### src/nmbi_pkg.sv
`timescale 1ns / 1ps

package nmbi_pkg;

  // Access kinds carried on the request channel
  localparam logic [2:0] KIND_CPU_RD = 3'd0;
  localparam logic [2:0] KIND_CPU_WR = 3'd1;
  localparam logic [2:0] KIND_PPU_RD = 3'd2;
  localparam logic [2:0] KIND_PPU_WR = 3'd3;
  localparam logic [2:0] KIND_TICK   = 3'd4;

  // Target memory codes on the result channel
  localparam logic [2:0] TGT_NONE = 3'd0;
  localparam logic [2:0] TGT_REG  = 3'd1;
  localparam logic [2:0] TGT_CODE = 3'd2;
  localparam logic [2:0] TGT_WRAM = 3'd3;
  localparam logic [2:0] TGT_PAT  = 3'd4;
  localparam logic [2:0] TGT_NT   = 3'd5;

  // Configuration register indexes
  localparam logic CFG_CODE_MASK = 1'b0;
  localparam logic CFG_PAT_MASK  = 1'b1;

  localparam int CODE_AW = 19;
  localparam int PAT_AW  = 18;

  // Bank register slots, address bits 14..11 of a CPU write at or above 0x8000
  localparam int          PAT_BANKS     = 12;
  localparam logic [3:0]  SLOT_CODE0    = 4'hc;
  localparam logic [3:0]  SLOT_CODE1_NT = 4'hd;
  localparam logic [3:0]  SLOT_CODE2    = 4'he;
  localparam logic [3:0]  SLOT_WRAM_EN  = 4'hf;

  localparam logic [14:0]        IRQ_TOP     = 15'h7fff;
  localparam logic [7:0]         NT_BANK_MIN = 8'he0;
  localparam logic [CODE_AW-1:0] CODE_PAGE   = 19'h02000;
  localparam logic [3:0]         NT_IDX_MASK = 4'hb;
  localparam logic [5:0]         PALETTE_HI  = 6'h3f;

  typedef struct packed {
    logic [2:0]  kind;
    logic [15:0] bus_address;
    logic [7:0]  write_value;
  } item_t;

  typedef struct packed {
    logic [2:0]         target;
    logic [CODE_AW-1:0] mem_address;
    logic               mem_write;
    logic [7:0]         read_value;
    logic               irq_line;
  } result_t;

endpackage

### src/nmbi_req_if.sv
`timescale 1ns / 1ps

interface nmbi_req_if;
  logic        valid;
  logic        ready;
  logic [2:0]  kind;
  logic [15:0] bus_address;
  logic [7:0]  write_value;

  modport source (output valid, output kind, output bus_address, output write_value,
                  input ready);
  modport sink (input valid, input kind, input bus_address, input write_value,
                output ready);
endinterface

### src/nmbi_rsp_if.sv
`timescale 1ns / 1ps

interface nmbi_rsp_if;
  logic        valid;
  logic        ready;
  logic [2:0]  target;
  logic [18:0] mem_address;
  logic        mem_write;
  logic [7:0]  read_value;
  logic        irq_line;

  modport source (output valid, output target, output mem_address, output mem_write,
                  output read_value, output irq_line, input ready);
  modport sink (input valid, input target, input mem_address, input mem_write,
                input read_value, input irq_line, output ready);
endinterface

### src/nmbi_core.sv
`timescale 1ns / 1ps

module nmbi_core (
  input  logic                                clk_i,
  input  logic                                rst_ni,
  input  logic                                step_i,
  input  nmbi_pkg::item_t                     item_i,
  input  logic [nmbi_pkg::CODE_AW-1:0]        code_mask_i,
  input  logic [nmbi_pkg::PAT_AW-1:0]         pat_mask_i,
  output nmbi_pkg::result_t                   result_o
);

  logic [7:0]  pat_bank_q  [nmbi_pkg::PAT_BANKS];
  logic [7:0]  pat_bank_d  [nmbi_pkg::PAT_BANKS];
  logic [5:0]  code_bank_q [3];
  logic [5:0]  code_bank_d [3];
  logic [3:0]  wram_en_q, wram_en_d;
  logic [1:0]  ciram_en_q, ciram_en_d;
  logic [14:0] irq_count_q, irq_count_d;
  logic        irq_armed_q, irq_armed_d;
  logic        irq_pending_q, irq_pending_d;

  logic [15:0]                  addr;
  logic [7:0]                   wval;
  logic                         is_wr;
  logic [3:0]                   slot;
  logic [nmbi_pkg::CODE_AW-1:0] code_base;
  logic [nmbi_pkg::CODE_AW-1:0] last_base;
  logic [3:0]                   pat_idx;
  logic [7:0]                   bank;
  logic                         to_nt;
  logic [14:0]                  count_inc;
  logic [nmbi_pkg::PAT_AW-1:0]  pat_addr;

  assign addr      = item_i.bus_address;
  assign wval      = item_i.write_value;
  assign is_wr     = (item_i.kind == nmbi_pkg::KIND_CPU_WR);
  assign slot      = addr[14:11];
  assign last_base = code_mask_i + 19'd1 - nmbi_pkg::CODE_PAGE;
  assign count_inc = irq_count_q + 15'd1;

  // Pick the code bank for the 8 KiB window, the top window is fixed to the last page
  always_comb begin
    case (addr[14:13])
      2'd0:    code_base = {code_bank_q[0], 13'd0};
      2'd1:    code_base = {code_bank_q[1], 13'd0};
      2'd2:    code_base = {code_bank_q[2], 13'd0};
      default: code_base = last_base;
    endcase
  end

  // Nametable space folds onto slots 8 to 11
  assign pat_idx  = addr[13] ? (addr[13:10] & nmbi_pkg::NT_IDX_MASK) : {1'b0, addr[12:10]};
  assign bank     = pat_bank_q[pat_idx];
  assign to_nt    = (bank >= nmbi_pkg::NT_BANK_MIN) && (addr[13] || ciram_en_q[addr[12]]);
  assign pat_addr = {bank, addr[9:0]} & pat_mask_i;

  // Decode the beat, build its result and the next state
  always_comb begin
    pat_bank_d    = pat_bank_q;
    code_bank_d   = code_bank_q;
    wram_en_d     = wram_en_q;
    ciram_en_d    = ciram_en_q;
    irq_count_d   = irq_count_q;
    irq_armed_d   = irq_armed_q;
    irq_pending_d = irq_pending_q;
    result_o      = '0;

    unique case (item_i.kind) inside
      nmbi_pkg::KIND_CPU_RD, nmbi_pkg::KIND_CPU_WR: begin
        if (addr[15:12] == 4'h5) begin
          if (is_wr) begin
            if (addr[11]) begin
              irq_count_d = {wval[6:0], irq_count_q[7:0]};
              irq_armed_d = wval[7];
            end else begin
              irq_count_d = {irq_count_q[14:8], wval};
            end
            irq_pending_d = 1'b0;
          end else begin
            result_o.target     = nmbi_pkg::TGT_REG;
            result_o.read_value = addr[11] ? {irq_armed_q, irq_count_q[14:8]}
                                           : irq_count_q[7:0];
          end
        end else if (addr[15:13] == 3'd3) begin
          result_o.target      = nmbi_pkg::TGT_WRAM;
          result_o.mem_address = {6'd0, addr[12:0]};
          result_o.mem_write   = is_wr && wram_en_q[addr[12:11]];
        end else if (addr[15]) begin
          if (is_wr) begin
            if (slot < 4'(nmbi_pkg::PAT_BANKS)) begin
              pat_bank_d[slot] = wval;
            end else begin
              unique case (slot)
                nmbi_pkg::SLOT_CODE0:    code_bank_d[0] = wval[5:0];
                nmbi_pkg::SLOT_CODE2:    code_bank_d[2] = wval[5:0];
                nmbi_pkg::SLOT_CODE1_NT: begin
                  code_bank_d[1] = wval[5:0];
                  ciram_en_d     = ~wval[7:6];
                end
                default:                 wram_en_d = ~wval[3:0];
              endcase
            end
          end else begin
            result_o.target      = nmbi_pkg::TGT_CODE;
            result_o.mem_address = ({6'd0, addr[12:0]} | code_base) & code_mask_i;
          end
        end
      end
      nmbi_pkg::KIND_PPU_RD, nmbi_pkg::KIND_PPU_WR: begin
        if (addr[13:8] != nmbi_pkg::PALETTE_HI) begin
          if (to_nt) begin
            result_o.target      = nmbi_pkg::TGT_NT;
            result_o.mem_address = {8'd0, bank[0], addr[9:0]};
            result_o.mem_write   = (item_i.kind == nmbi_pkg::KIND_PPU_WR);
          end else begin
            result_o.target      = nmbi_pkg::TGT_PAT;
            result_o.mem_address = {1'b0, pat_addr};
          end
        end
      end
      nmbi_pkg::KIND_TICK: begin
        // Advance while armed, stop at the top and raise the line there
        if (irq_armed_q && (irq_count_q != nmbi_pkg::IRQ_TOP)) begin
          irq_count_d = count_inc;
          if (count_inc == nmbi_pkg::IRQ_TOP) irq_pending_d = 1'b1;
        end
      end
      default: ;
    endcase

    result_o.irq_line = irq_pending_d;
  end

  // Hold the mapper state, update once per processed beat
  always_ff @(posedge clk_i or negedge rst_ni) begin
    if (!rst_ni) begin
      for (int i = 0; i < nmbi_pkg::PAT_BANKS; i++) pat_bank_q[i] <= '0;
      for (int i = 0; i < 3; i++) code_bank_q[i] <= '0;
      wram_en_q     <= '0;
      ciram_en_q    <= '0;
      irq_count_q   <= '0;
      irq_armed_q   <= 1'b0;
      irq_pending_q <= 1'b0;
    end else if (step_i) begin
      pat_bank_q    <= pat_bank_d;
      code_bank_q   <= code_bank_d;
      wram_en_q     <= wram_en_d;
      ciram_en_q    <= ciram_en_d;
      irq_count_q   <= irq_count_d;
      irq_armed_q   <= irq_armed_d;
      irq_pending_q <= irq_pending_d;
    end
  end

endmodule

### src/nes_mapper_bank_irq_unit.sv
`timescale 1ns / 1ps

// Bank-switching and IRQ counter unit of a cartridge mapper. Each request beat is a CPU access,
// a PPU access or a counter tick; each gives exactly one result beat naming the target memory,
// the translated address, the write strobe, register read data and the IRQ line after the beat.
// The unit takes one beat per clock unless the result side stalls; each accepted beat sits in
// the input register, then passes the decode logic into the result register, which lets a new
// beat enter while a finished result waits. The user must write the two ROM size masks through
// the configuration port only while no beat is in flight; the unit does not enforce this.
module nes_mapper_bank_irq_unit (
  input  logic                         clk_i,
  input  logic                         rst_ni,
  input  logic                         cfg_we_i,
  input  logic                         cfg_index_i,
  input  logic [nmbi_pkg::CODE_AW-1:0] cfg_data_i,
  nmbi_req_if.sink                     req_i,
  nmbi_rsp_if.source                   rsp_o
);

  logic [nmbi_pkg::CODE_AW-1:0] code_mask_q;
  logic [nmbi_pkg::PAT_AW-1:0]  pat_mask_q;

  logic               s1_valid_q;
  nmbi_pkg::item_t    s1_item_q;
  logic               s2_valid_q;
  nmbi_pkg::result_t  s2_res_q;
  nmbi_pkg::result_t  core_res;
  logic               s2_load;
  logic               s1_adv;
  logic               req_fire;

  // Handshake: the result register frees when empty or taken
  assign s2_load     = !s2_valid_q || rsp_o.ready;
  assign s1_adv      = s1_valid_q && s2_load;
  assign req_i.ready = !s1_valid_q || s1_adv;
  assign req_fire    = req_i.valid && req_i.ready;

  // Configuration registers
  always_ff @(posedge clk_i or negedge rst_ni) begin
    if (!rst_ni) begin
      code_mask_q <= '1;
      pat_mask_q  <= '1;
    end else if (cfg_we_i) begin
      unique case (cfg_index_i)
        nmbi_pkg::CFG_CODE_MASK: code_mask_q <= cfg_data_i;
        default:                 pat_mask_q  <= cfg_data_i[nmbi_pkg::PAT_AW-1:0];
      endcase
    end
  end

  // Stage valid flags
  always_ff @(posedge clk_i or negedge rst_ni) begin
    if (!rst_ni) begin
      s1_valid_q <= 1'b0;
      s2_valid_q <= 1'b0;
    end else begin
      if (req_fire) s1_valid_q <= 1'b1;
      else if (s1_adv) s1_valid_q <= 1'b0;
      if (s2_load) s2_valid_q <= s1_valid_q;
    end
  end

  // Stage payloads
  always_ff @(posedge clk_i) begin
    if (req_fire) begin
      s1_item_q.kind        <= req_i.kind;
      s1_item_q.bus_address <= req_i.bus_address;
      s1_item_q.write_value <= req_i.write_value;
    end
    if (s1_adv) s2_res_q <= core_res;
  end

  nmbi_core u_core (
    .clk_i       (clk_i),
    .rst_ni      (rst_ni),
    .step_i      (s1_adv),
    .item_i      (s1_item_q),
    .code_mask_i (code_mask_q),
    .pat_mask_i  (pat_mask_q),
    .result_o    (core_res)
  );

  assign rsp_o.valid       = s2_valid_q;
  assign rsp_o.target      = s2_res_q.target;
  assign rsp_o.mem_address = s2_res_q.mem_address;
  assign rsp_o.mem_write   = s2_res_q.mem_write;
  assign rsp_o.read_value  = s2_res_q.read_value;
  assign rsp_o.irq_line    = s2_res_q.irq_line;

endmodule

### src/flat_wrapper.sv
// flat-port wrapper written by rule: the top's interface ports become plain ports
module nes_mapper_bank_irq_unit_flat 
  (clk_i, rst_ni, cfg_we_i, cfg_index_i, cfg_data_i, req_i_valid, req_i_kind, req_i_bus_address, req_i_write_value, req_i_ready, rsp_o_valid, rsp_o_target, rsp_o_mem_address, rsp_o_mem_write, rsp_o_read_value, rsp_o_irq_line, rsp_o_ready);
  nmbi_req_if req_i_i ();
  nmbi_rsp_if rsp_o_i ();
  input  logic clk_i;
  input  logic rst_ni;
  input  logic cfg_we_i;
  input  logic cfg_index_i;
  input  logic [nmbi_pkg::CODE_AW-1:0] cfg_data_i;
  input wire logic [$bits(req_i_i.valid)-1:0] req_i_valid;
  input wire logic [$bits(req_i_i.kind)-1:0] req_i_kind;
  input wire logic [$bits(req_i_i.bus_address)-1:0] req_i_bus_address;
  input wire logic [$bits(req_i_i.write_value)-1:0] req_i_write_value;
  output wire logic [$bits(req_i_i.ready)-1:0] req_i_ready;
  output wire logic [$bits(rsp_o_i.valid)-1:0] rsp_o_valid;
  output wire logic [$bits(rsp_o_i.target)-1:0] rsp_o_target;
  output wire logic [$bits(rsp_o_i.mem_address)-1:0] rsp_o_mem_address;
  output wire logic [$bits(rsp_o_i.mem_write)-1:0] rsp_o_mem_write;
  output wire logic [$bits(rsp_o_i.read_value)-1:0] rsp_o_read_value;
  output wire logic [$bits(rsp_o_i.irq_line)-1:0] rsp_o_irq_line;
  input wire logic [$bits(rsp_o_i.ready)-1:0] rsp_o_ready;
  assign req_i_i.valid = req_i_valid;
  assign req_i_i.kind = req_i_kind;
  assign req_i_i.bus_address = req_i_bus_address;
  assign req_i_i.write_value = req_i_write_value;
  assign req_i_ready = req_i_i.ready;
  assign rsp_o_valid = rsp_o_i.valid;
  assign rsp_o_target = rsp_o_i.target;
  assign rsp_o_mem_address = rsp_o_i.mem_address;
  assign rsp_o_mem_write = rsp_o_i.mem_write;
  assign rsp_o_read_value = rsp_o_i.read_value;
  assign rsp_o_irq_line = rsp_o_i.irq_line;
  assign rsp_o_i.ready = rsp_o_ready;
  nes_mapper_bank_irq_unit u_core (.clk_i(clk_i), .rst_ni(rst_ni), .cfg_we_i(cfg_we_i), .cfg_index_i(cfg_index_i), .cfg_data_i(cfg_data_i), .req_i(req_i_i), .rsp_o(rsp_o_i));
endmodule
### config.mk
export PLATFORM = sky130hd
export DESIGN_NAME = nes_mapper_bank_irq_unit_flat
export DESIGN_NICKNAME = d
export VERILOG_FILES = /design/src/nmbi_pkg.sv /design/src/nmbi_req_if.sv /design/src/nmbi_rsp_if.sv /design/src/nmbi_core.sv /design/src/nes_mapper_bank_irq_unit.sv /design/src/flat_wrapper.sv
export SDC_FILE = /design/constraint.sdc
export NUM_CORES = 1
export LEC_CHECK = 0
export ABC_AREA = 0
export BUFFER_PORTS_ARGS = -buffer_cell sky130_fd_sc_hd__buf_4
export CORE_MARGIN = 2
export CORE_UTILIZATION = 40
export CTS_BUF_LIST = sky130_fd_sc_hd__clkbuf_8
export CTS_CLUSTER_SIZE = 25
export DETAILED_ROUTE_END_ITERATION = 12
export HOLD_SLACK_MARGIN = 0.1
export PLACE_DENSITY_LB_ADDON = 0.12
export SYNTH_ARGS = -nofsm -noshare
export SYNTH_HDL_FRONTEND = slang
export SYNTH_SLANG_ARGS = --single-unit
### constraint.sdc
create_clock -name clk_i -period 5.4 [get_ports clk_i]
set_input_delay 0.54 -clock clk_i [delete_from_list [all_inputs] [get_ports clk_i]]
set_output_delay 0.54 -clock clk_i [all_outputs]
set_load 0.01 [all_outputs]
## Word-level counts from Yosys, hierarchy flattened

Index checks and enable logic that the tools add are counted.

| word-level totals | value |
|---|---|
| register bits | 235 |
| input port bits | 52 |
| output and inout port bits | 34 |
| logic and storage cells | 140 |

| operators by class | value |
|---|---|
| $add $sub $neg | 3 |
| magnitude comparators | 7 |
| equality and inequality tests | 19 |
| multiplexer cells | 36 |
| bitwise logic cells | 13 |
| reductions and logical operators | 29 |

Operator list:

| cell | number |
|---|---|
| 96-bit bitwise mux | 1 |
| 21-bit two-way mux | 3 |
| 15-bit two-way mux | 4 |
| 19-bit case mux with 3 select lines | 1 |
| 23-bit case mux with 2 select lines | 1 |
| 20-bit two-way mux | 2 |
| 8-bit binary-select mux with 4-bit select | 1 |
| 8-bit demux with 4-bit select | 1 |
| 8-bit two-way mux | 4 |
| 8-bit AND reduction | 4 |
| 15-bit case mux with 2 select lines | 1 |
| 23-bit two-way mux | 1 |
| 19-bit by 1-bit adder with 19-bit output, second input constant | 1 |
| 19-bit bitwise AND | 1 |
| 13-bit by 19-bit OR with 19-bit output | 1 |
| 19-bit by 14-bit subtractor with 19-bit output, second input constant | 1 |
| 18-bit bitwise AND | 1 |
| 15-bit by 1-bit adder with 15-bit output, second input constant | 1 |
| 15-bit equality test, second input constant | 1 |
| 15-bit != test, second input constant | 1 |
| 4-bit equality test, second input constant | 3 |
| 1-bit two-way mux | 12 |
| 6-bit AND reduction | 2 |
| 5-bit >= comparator, second input constant | 2 |
| other kinds (33) | 56 |

## Depth between registers and ports, before layout

Gate-level depths: netlist (run 1).

| logic depth | value |
|---|---|
| depth in word-level cells | 10 |
| gate-level depth with buffers | 9 |
| mapped depth without buffers | 7 |

## Modules after synthesis

A second synthesis (run 1) with hierarchy kept.

| second synthesis, totals | value |
|---|---|
| cells, all modules | 866 |
| area total of the unflattened synthesis | 11280.8 µm² |

Modules (own cells, without submodules):

| module | instances | cells an instance | area each (µm²) | seq. area each (µm²) |
|---|---|---|---|---|
| nmbi_core | 1 | 720 | 7947.6 | 3428.3 |
| nes_mapper_bank_irq_unit | 1 | 146 | 3333.2 | 2793.9 |

## Worst setup path after synthesis (run 1)

No wires, ideal clock.

| timing | value |
|---|---|
| kind | reg-to-reg |
| from | register u_core.s1_item_q[19] (netlist bit) |
| to | register u_core.s2_res_q (netlist bit u_core.rsp_o.mem_address[16]), data pin |
| arrival time | 1.977 ns |
| setup slack | 3.167 ns |
| cell stages (with the launch flop) | 9 |
| buffers on the path | 2 |
| period minus slack after synthesis | 2.233 ns |
| path through | edfxtp_1 > buf_2 > nand2b_1 > o22ai_1 > a2111oi_2 > a21oi_1 > or3_4 > buf_6 > a41o_1 |

| on the way | value |
|---|---|
| word-level cells in the longest chain between the ends | 10 |
| elaborated cells between the ends (all ways) | 12 |
| classes of those cells | order compare: 1; eq/ne: 1; mux: 7; bitwise: 2; reduce/logical: 1 |

Ends and longest elaborated chain:

| item | RTL line | RTL |
|---|---|---|
| start: declaration | nes_mapper_bank_irq_unit.sv:24 | `nmbi_pkg::item_t s1_item_q;` |
| 4-bit two-way mux | nmbi_core.sv:53 | `assign pat_idx = addr[13] ? (addr[13:10] & nmbi_pkg::NT_IDX_MASK) : {1'b0, addr[12:10]};` |
| 4-bit inverter with 5-bit output (not written as such) | nmbi_core.sv:54 | `assign bank = pat_bank_q[pat_idx];` |
| 8-bit binary-select mux with 4-bit select | nmbi_core.sv:54 |  |
| 8-bit two-way mux (not written as such) (2 in a row) | nmbi_core.sv:54 |  |
| 8-bit >= comparator | nmbi_core.sv:55 | `assign to_nt = (bank >= nmbi_pkg::NT_BANK_MIN) && (addr[13] \|\| ciram_en_q[addr[12]]);` |
| 1-bit logical AND | nmbi_core.sv:55 |  |
| 20-bit two-way mux | nmbi_core.sv:112 | `if (to_nt) begin` |
| 23-bit two-way mux * | nmbi_core.sv:111 | `if (addr[13:8] != nmbi_pkg::PALETTE_HI) begin` |
| 23-bit case mux with 2 select lines * | nmbi_core.sv:69 | `unique case (item_i.kind) inside` |
| end signal: assignment | nes_mapper_bank_irq_unit.sv:70 | `if (s1_adv) s2_res_q <= core_res;` |
| end: declaration | nes_mapper_bank_irq_unit.sv:26 | `nmbi_pkg::result_t s2_res_q;` |

Every way passes the cells marked *; elsewhere a longest branch is shown, timed or not. The select of a mux whose other input is x is not followed.
A chain may end at the register's enable or synchronous reset.

## Final worst setup path (run 1)

| timing | value |
|---|---|
| from | register u_core.s1_item_q[20] (netlist bit) |
| to | register u_core.s2_res_q (netlist bit u_core.rsp_o.mem_address[2]), data pin |

| on the way | value |
|---|---|
| word-level cells in the longest chain between the ends | 10 |
| elaborated cells between the ends (all ways) | 16 |
| classes of those cells | order compare: 1; eq/ne: 2; mux: 10; bitwise: 1; reduce/logical: 2 |

Ends and longest elaborated chain:

| item | RTL line |
|---|---|
| 4-bit two-way mux | nmbi_core.sv:53 |
| 4-bit inverter with 5-bit output (not written as such) | nmbi_core.sv:54 |
| 8-bit binary-select mux with 4-bit select | nmbi_core.sv:54 |
| 8-bit two-way mux (not written as such) (2 in a row) | nmbi_core.sv:54 |
| 8-bit >= comparator | nmbi_core.sv:55 |
| 1-bit logical AND | nmbi_core.sv:55 |
| 20-bit two-way mux | nmbi_core.sv:112 |
| 23-bit two-way mux | nmbi_core.sv:111 |
| 23-bit case mux with 2 select lines * | nmbi_core.sv:69 |

Marked as above.

==> flow_summary.toml, run 1 <==
[grt]
grt_usage_pct = 20.0
antenna_found_initial = 0
grt_max_degree = 177
grt_pass1_vias = 7490
overflow = 0
grt_pass1_wl_um = 44400

[worst_setup_path]
r2r_cells = 6
critPathKind = "reg2reg"
start_kind = "flip-flop"
worstReg2RegStart = "u_core.s1_item_q[20]"
crit_required_ns = 5.66
rrSetupSlack_ns = 2.26
crit_path_max_fanout = 21
crit_arrival_ns = 3.40
timing.rr.end = "u_core.rsp_o.mem_address[2]"
crit_path_end_kind = "flip-flop"

[die]
ios = 86
core-area_um2 = 27000
die_w_um = 170
die-area_um2 = 28900
start_util_pct = 40.8
fp-row-count = 60
dieHeight_um = 170

[synthesis]
yosysSeqAreaShare_pct = 56.4
yosys_warnings = 0
syn-cell-area_um2 = 11000
synth_largest_area_cell = "dfrtp_1"
synth_most_common_cell = "mux2_2"
synth_nets = 904
synth_edf_count = 59
synth_top_cell_area_share_pct = 31.5
synth-compound-area-share_pct = 8.04
syn_inst = 849
syn_avg_cell_area_um2 = 13.0
yosysUniqueCellTypes = 67
synth_top_family_by_area = "multiplexers"
synth_xor_area_share_pct = 0.397
synth.ff_latch_count = 235
muxShareOfSynthArea_pct = 22.3
synth-adder-area-share_pct = 0.340
synth_ff_type = "dfrtp_1"
ys_async_sr_fraction_pct = 74.9
synth.area.top_cells = "dfrtp_1 32%, edfxtp_1 16%, mux2_2 16%"
yosys.area_share.simple_pct = 10.0
synthTopCellsByCount = "156 x mux2_2, 139 x dfrtp_1, 59 x edfxtp_1"

[cells_and_area]
syn_to_final_growth_pct = 15.8
drive_above_1_share_pct = 39.4
antenna_cells = 0
fin_nets = 989
fin_area_um2 = 12800

[run_status]
status = "finished, final reports clean"

[timing]
finalSetupViolCount = 0
drv_slew = 0
max_freq_ghz = 0.319
setup-tns-final_ns = 0
slew_headroom_pct = 24.3
finalCritPeriodShare_pct = 58.1
min_period_ns = 3.14
finalHoldViolCount = 0
rsz0062_at_grt = "false"
worst_pin_slew_ns = 1.13
worst_clock_skew_ns = 0.0221

[worst_hold_path]
hold_path_class = "in2async"

[clocking]
clkLatencyLatePin_ns = 0.54
numCtsBuffers = 42
cts_setup_buffers = 0
cts_resized = 0
ctsHtreeMaxLevel = 2
tritoncts = "built"
cts_buffer_depth = 3
clkTransAtPathRegs_ns = 0.06
cts_sinks = 235
hold_buffers = 0
cts-root-buf = "clkbuf_8"

[drt]
dr.first_iter.drc_count = 480
routed_via_density = 5.66
ant_nets = 0
wl_met2_um = 13100
first_pass_iters = 4
wl_per_cell_um = 21.5
wl_met1_um = 13300
drc_errors = 0
route.top_layer_used = "met4"
met3_length_um = 1080
drt_wl_total_um = 28100
num_vias = 7400

[job]
cap_violations = 0

[placed_design]
gp_congestion = 0.832
dpl.hpwl_um = 18500
post_dp_cell_area_um2 = 12000
portBuffers = 85

[power_and_ir_drop]
power.leakage_nw = 5.64
powerDensity_nw_per_um2 = 322
ir_worst_vdd_mv = 0.186
-- routing by layer --
| layer | vias up | GRT usage, % |
|---|---|---|
| met2 | 201 | 31.5 |
| met1 | 3781 | 28.6 |
| li1 | 3362 | - |
| met5 | - | 0 |
| met4 | 0 | 6.13 |
| met3 | 56 | 2.95 |
-- cell families (layout without fill, tap and decap cells) --
logic type               Yosys count  count (layout)
flip-flops                       235             235
AND/OR/NAND/NOR                  205             205
multiplexers                     195             195
AO/OA/AOI/OAI                    141             141
buffers and inverters             65             183
XOR/XNOR                           5               5
adder cells (fa/ha/maj)            3               3
-- how the worst max path moves through the flow --
stage / startpoint / endpoint / slack, ns / depth (start not counted)
final: u_core.s1_item_q[20] / u_core.rsp_o.mem_address[2] / 2.26 / 6
after global routing: u_core.s1_item_q[20] / u_core.rsp_o.mem_address[2] / 2.04 / 6
after CTS: u_core.s1_item_q[20] / u_core.rsp_o.mem_address[2] / 2.30 / 6
after detailed placement: u_core.s1_item_q[20] / u_core.rsp_o.mem_address[1] / 2.32 / 6
after global placement: u_core.s1_item_q[20] / u_core.rsp_o.mem_address[3] / 2.35 / 6
after floorplan: u_core.s1_item_q[19] / u_core.rsp_o.mem_address[16] / 3.17 / 8
-- cells in the final DEF, fill, tap and decap left out, types with 7 or more instances in the layout --
cell and count:
edfxtp_1 59, nor3_1 12, and3_1 10, a21oi_1 57, clkbuf_8 52, mux4_1 9, mux4_2 13, buf_4 92
a31oi_1 17, nand2b_1 7, nand4_1 9, o21ai_0 26, mux2_2 156, nand3_1 25, mux2i_1 17, dfstp_2 37
nand2_1 45, inv_1 33, dfrtp_1 139, nor2_1 50
-- metrics by stage --
stage / total power [mW] / setup slack (ns) / std cells / utilization, % / hold WS, ns
3_3_place_gp: 2.57 / 2.35 / 1231 / 44.3 / 0.459
4_1_cts: 4.17 / 2.30 / 1308 / 47.3 / 0.148
2_1_floorplan: 2.37 / 3.17 / 849 / - / 0.244
5_1_grt: 4.31 / 2.04 / 1308 / 47.3 / 0.150
3_5_place_dp: 2.57 / 2.32 / 1231 / 44.3 / 0.467
6_report: 4.11 / 2.26 / 1308 / 47.3 / 0.0695
-- area by class of cell --
| class | count | area, um2 |
|---|---|---|
| Clock inverter | 25 | 97.6 |
| Clock buffer | 52 | 716 |
| Tap cell | 341 | 427 |
| Multi-Input combinational cell | 549 | 4550 |
| Timing Repair Buffer | 94 | 722 |
| Fill cell | 2461 | 14300 |
| Sequential cell | 235 | 6220 |
| Inverter | 12 | 45.0 |
-- power by group --
group,internal (mW),leakage (nW),switching [mW]
sequential,2.00,2.87,0.149
clock,0.864,0.499,0.708
combinational,0.196,2.27,0.195
total,3.06,5.64,1.05
-- registers in the layout, indices dropped and copies added, names as in the netlist, 2 cells and up --
| register | cells |
|---|---|
| u_core.code_mask_q | 19 |
| u_core.pat_mask_q | 18 |
| u_core.rsp_o.mem_address | 19 |
| u_core.rsp_o.read_value | 8 |
| u_core.rsp_o.target | 3 |
| u_core.s1_item_q | 27 |
| u_core.u_core.ciram_en_q | 2 |
| u_core.u_core.code_bank_q | 18 |
| u_core.u_core.irq_count_q | 15 |
| u_core.u_core.pat_bank_q | 96 |
| u_core.u_core.wram_en_q | 4 |
-- worst max-delay path, cell delays in order, from the launching register on --
cell	delay, ns
edfxtp_1	0.92
nand2_1	0.43
o21ai_0	0.65
nor2_1	0.29
buf_4	0.28
a31oi_1	0.17
o21ai_0	0.11
Power figures use the tool's default switching activity.
==> run 2, diff against run 1 <==
==> constraint.sdc (replaced) <==
create_clock -name clk_i -period 2.75 [get_ports clk_i]
set_input_delay 0.275 -clock clk_i [delete_from_list [all_inputs] [get_ports clk_i]]
set_output_delay 0.275 -clock clk_i [all_outputs]
set_load 0.01 [all_outputs]
==> run 2 against run 1 <==
Cell area grew 6.5%. Worst hold slack gained 0.16 ns. Clock skew is 0.0053 ns higher. Via count rose by 1.6%. Clock-buffer cell count down 1. Final cell count rose by 6.5%. Non-clock buffer count up 84. Largest cell class unchanged.
==> flow_summary.toml, run 2 (synthesized netlist as in run 1, its figures left out) <==
[worst_setup_path]
cp_top_family = "simple AND/OR/NAND/NOR gates"
path_cells = "nand2_1 > o21ai_0 > nor2_1 > buf_4 > nand2_1 > nor2_1 > o2bb2ai_1"
path_buf_inv = 1
crit_arrival_ns = 2.84
crit_path_end_kind = "flip-flop"
critPathKind = "reg2reg"
cp_slowest_cell = "nor2_1"
crit_path_max_fanout = 14
cp_slowest_stage_delay_ns = 0.77
start_kind = "flip-flop"
crit_required_ns = 3.16

[drt]
wl_per_cell_um = 20.6
first_pass_iters = 5
drc_errors = 0
routed_via_density = 5.40
num_vias = 7516
dr.first_iter.drc_count = 473
ant_nets = 0
drt_wl_total_um = 28700

[die]
fp-row-count = 60
core-area_um2 = 27000
start_util_pct = 40.8
ios = 86
die_w_um = 170
dieHeight_um = 170
die-area_um2 = 28900

[timing]
slew_headroom_pct = 33.1
worst_pin_slew_ns = 1.00
drv_slew = 0
max_freq_ghz = 0.411
worst_clock_skew_ns = 0.0275
hold_ws_ns = 0.229
finalSetupViolCount = 0
min_period_ns = 2.43
setup-tns-final_ns = 0
finalHoldViolCount = 0
rsz0062_at_grt = "false"
finalCritPeriodShare_pct = 88.4

[grt]
grt_pass1_vias = 7665
grt_usage_pct = 20.2
grt_pass1_wl_um = 44800
grt_max_degree = 64
antenna_found_initial = 0
overflow = 0

[clocking]
tritoncts = "built"
clkLatencyLatePin_ns = 0.56
numCtsBuffers = 42
ctsHtreeMaxLevel = 2
cts_resized = 0
cts-root-buf = "clkbuf_8"
clkTransAtPathRegs_ns = 0.06
cts_sinks = 235
cts_buffer_depth = 3

[run_status]
status = "finished, final reports clean"

[cells_and_area]
drive_above_1_share_pct = 40.0
top_regs = "u_core.u_core.pat_bank_q x96, u_core.s1_item_q x27"
largest_reg_flops = 96
fin_nets = 1073
mostFrequentLayoutCells = "156 x mux2_2, 139 x dfrtp_1, 123 x buf_4"
top_register = "u_core.u_core.pat_bank_q"
final_common_cell = "mux2_2"
antenna_cells = 0
syn_to_final_growth_pct = 23.3
n_fill_cell = 2402

[power_and_ir_drop]
p_sw_mw = 2.17
p_int_mw = 6.17
swShare_pct = 26.1
pwr-share-seq_pct = 50.0
clockPowerShare_pct = 39.1
ir_worst_vdd_mv = 0.356
power.leakage_nw = 6.02
combPwrFrac_pct = 10.8
powerDensity_nw_per_um2 = 613

[worst_hold_path]
hold_path_class = "in2reg"

[placed_design]
gp_congestion = 0.825
dpl.hpwl_um = 19100
portBuffers = 85

[job]
cap_violations = 0
## run 2: cell count changes in the layout (fill, tap and decap cells not counted)
cell and change:
dlygate4sd3_1 +50, buf_4 +31, inv_1 -6, clkinv_2 +4, buf_12 +3, inv_6 +2
bufinv_16 +1, clkbuf_8 -1, clkinv_1 +1
## run 2: final timing paths
| path | from | to | slack (ns) | depth (start not counted) |
|---|---|---|---|---|
| max | u_core.s1_item_q[19] | u_core.rsp_o.mem_address[15] | 0.32 | 7 |
| min | cfg_index_i | u_core.code_mask_q[18] | 0.23 | 5 |
| max reg2reg | u_core.s1_item_q[19] | u_core.rsp_o.mem_address[15] | 0.32 | 7 |
| min reg2reg | u_core.s1_valid_q | u_core.rsp_o.valid | 0.48 | 1 |
| max in group asynchronous | rst_ni | u_core.code_mask_q[14] | 1.72 | 3 |
| min in group asynchronous | rst_ni | u_core.u_core.pat_bank_q[69] | 0.32 | 2 |
## run 2: final cells by class
class	instances	area, um2	area share [%]
timing repair buffer	178	1520	11.1
clock buffer	51	702	5.16
inverter	12	45.0	0.331
tap	341	427	3.14
clock inverter	27	146	1.08
multi-input combinational	549	4550	33.4
sequential	235	6220	45.7
## run 2: per-layer routing
layer  vias to the layer above  global-route usage (%)  part of all wire (%)  wire length, um
li1                       3532                       -                     -                -
met3                        49                    3.02                   3.8             1100
met2                       187                    32.8                    47            13300
met1                      3748                    28.5                    48            13600
met4                         0                    5.61                   2.1              602
met5                         -                       0                     0                0
## run 2: worst register-to-register path, cell delays in order (launching register included)
cell       delay [ns]
edfxtp_1         0.57
nand2_1          0.25
o21ai_0          0.14
nor2_1           0.77
buf_4            0.32
nand2_1          0.07
nor2_1           0.08
o2bb2ai_1        0.11
## run 2: metrics by stage
step	total power [mW]	std cells	worst slack (ns)	cell area (um2)	utilization, %
after floorplan	4.65	849	0.517	11000	-
after global placement	5.08	1265	0.328	12300	45.3
after detailed placement	5.09	1265	0.324	12300	45.3
after CTS	8.46	1393	0.318	13600	50.3
after global routing	8.72	1393	0.0408	13600	50.3
final	8.34	1393	0.319	13600	50.3
## run 2: power groups by stage
stage | combinational, mW | clock [mW] | sequential [mW]
after global placement | 0.847 | 0 | 4.23
after CTS | 0.916 | 3.37 | 4.17
after detailed placement | 0.854 | 0 | 4.23
after global routing | 0.993 | 3.51 | 4.21
after floorplan | 0.536 | 0 | 4.11
final | 0.904 | 3.26 | 4.18
## run 2: timing repair
action,CTS,global route
endpoints found under the hold margin,125,0
hold buffers,50,0
setup buffers,0,0
==> run 3, diff against run 2 <==
--- a/config.mk
+++ b/config.mk
@@ -6,7 +6,7 @@
 export NUM_CORES = 1
 export LEC_CHECK = 0
 export ABC_AREA = 0
-export BUFFER_PORTS_ARGS = -buffer_cell sky130_fd_sc_hd__buf_4
+export BUFFER_PORTS_ARGS = -buffer_cell sky130_fd_sc_hd__buf_2
 export CORE_MARGIN = 2
 export CORE_UTILIZATION = 40
 export CTS_BUF_LIST = sky130_fd_sc_hd__clkbuf_8
==> run 3 against run 2 <==
Highest routed layer unchanged. Worst setup slack improved by 0.0051 ns. Final cell count rose by 0.14%. Cell area fell by 1.4%. Combinational power shrank 4.3%. Flip-flop and latch count unchanged. Clock power up 2%. Worst hold slack worse by 0.0099 ns. Clock-buffer cell count shrank 3. Non-clock buffer count rose by 3.
==> flow_summary.toml, run 3 (synthesized netlist as in run 1, its figures left out) <==
[worst_setup_path]
start_kind = "flip-flop"
r2r_cells = 7
path_cells = "nand2_1 > o21ai_0 > nor2_1 > buf_4 > nand2_1 > nor2_1 > o2bb2ai_1"
critPathKind = "reg2reg"
crit_path_max_fanout = 14
cp_slowest_stage_delay_ns = 0.81
crit_arrival_ns = 2.83
rrSetupSlack_ns = 0.32
cp_slowest_cell = "nor2_1"
crit_required_ns = 3.16
crit_path_end_kind = "flip-flop"

[die]
die_w_um = 170
core-area_um2 = 27000
dieHeight_um = 170
start_util_pct = 40.8
die-area_um2 = 28900
fp-row-count = 60
ios = 86

[grt]
use_met3_pct = 3.51
grt_pass1_vias = 7827
overflow = 0
antenna_found_initial = 0
grt_pass1_wl_um = 45800
grt_usage_pct = 20.6
grtUsageMet2_pct = 32.9
grt_max_degree = 69
met1_usage_pct = 28.7
grt_busiest_layer = "met2"

[worst_hold_path]
hold_path_class = "in2async"

[timing]
rsz0062_at_grt = "false"
worst_pin_slew_ns = 1.05
drv_slew = 0
slew_headroom_pct = 29.5
finalCritPeriodShare_pct = 88.2
max_freq_ghz = 0.412
finalHoldViolCount = 0
worst_clock_skew_ns = 0.0332
setup-tns-final_ns = 0
finalSetupViolCount = 0
min_period_ns = 2.43
hold_ws_ns = 0.219

[cells_and_area]
top_register = "u_core.u_core.pat_bank_q"
fin_area_um2 = 13400
mostFrequentLayoutCells = "156 x mux2_2, 139 x dfrtp_1, 84 x buf_2"
syn_to_final_growth_pct = 21.6
final_common_cell = "mux2_2"
fin_nets = 1076
top_regs = "u_core.u_core.pat_bank_q x96, u_core.s1_item_q x27"
largest_reg_flops = 96
drive_above_1_share_pct = 39.8
n_fill_cell = 2421
antenna_cells = 0

[run_status]
status = "finished, final reports clean"

[drt]
num_vias = 7600
ant_nets = 0
wl_per_cell_um = 20.7
routed_via_density = 5.45
first_pass_iters = 6
drt_wl_total_um = 28900
drc_errors = 0
dr.first_iter.drc_count = 582

[placed_design]
post_dp_cell_area_um2 = 12100
dpl.hpwl_um = 18800
portBuffers = 85
gp_congestion = 0.812

[power_and_ir_drop]
powerDensity_nw_per_um2 = 623
power.leakage_nw = 5.98
ir_worst_vdd_mv = 0.315

[clocking]
cts-root-buf = "clkbuf_8"
tritoncts = "built"
cts_buffer_depth = 3
clkLatencyLatePin_ns = 0.56
cts_resized = 0
hold_buffers = 50
cts_sinks = 235
numCtsBuffers = 42
clkTransAtPathRegs_ns = 0.06
cts_setup_buffers = 0
ctsHtreeMaxLevel = 2

[job]
cap_violations = 0
run 3: cell types whose count changed in the layout (fill, tap and decap cells not counted):
cell / change
buf_2: +84
buf_4: -80
bufinv_16: +2
buf_12: -1
clkinv_2: -4
clkinv_1: -1
clkinvlp_4: +2
inv_1: +4
clkbuf_8: -3
inv_6: -1
run 3: stage by stage:
stage	util, %	total power [mW]	worst slack [ns]	instances
3_5_place_dp	44.6	5.04	0.270	1268
2_1_floorplan	-	4.65	0.517	849
6_report	49.7	8.36	0.324	1395
3_3_place_gp	44.6	5.04	0.348	1268
5_1_grt	49.7	8.76	0.0967	1395
4_1_cts	49.7	8.48	0.284	1395
run 3: worst paths after layout:
check / start / end
min in group clk_i: cfg_index_i / u_core.code_mask_q[18]
max in group asynchronous: rst_ni / u_core.pat_mask_q[13]
min reg2reg: u_core.u_core.ciram_en_q[0] / u_core.u_core.ciram_en_q[0]
max: u_core.s1_item_q[19] / u_core.rsp_o.mem_address[15]
min: rst_ni / u_core.u_core.irq_count_q[13]
max reg2reg: u_core.s1_item_q[19] / u_core.rsp_o.mem_address[15]
run 3: layout make-up:
class / count / area (um2) / share of cell area, %
Inverter: 12 / 45.0 / 0.336
Sequential cell: 235 / 6220 / 46.4
Tap cell: 341 / 427 / 3.18
Timing Repair Buffer: 181 / 1320 / 9.80
Multi-Input combinational cell: 549 / 4550 / 33.9
Clock buffer: 48 / 661 / 4.92
Clock inverter: 29 / 204 / 1.52
run 3: critical path, delay by kind of cell, from the launching register on:
kind                   cells  cell delay (ns)
DFF                        1             0.51
buffers and inverters      1             0.32
and+or+nand+nor            4             1.19
AOI/OAI and AO/OA          2             0.27
run 3: report_power, final:
group          internal [mW]  switching [mW]
clock                   1.88            1.44
combinational          0.427           0.437
sequential              3.92           0.255
total                   6.23            2.14
run 3: per-layer routing:
layer,share of wire [%],up-vias
met2,46,207
met3,4.2,43
met5,0,-
met4,2.3,0
li1,-,3531
met1,47,3819
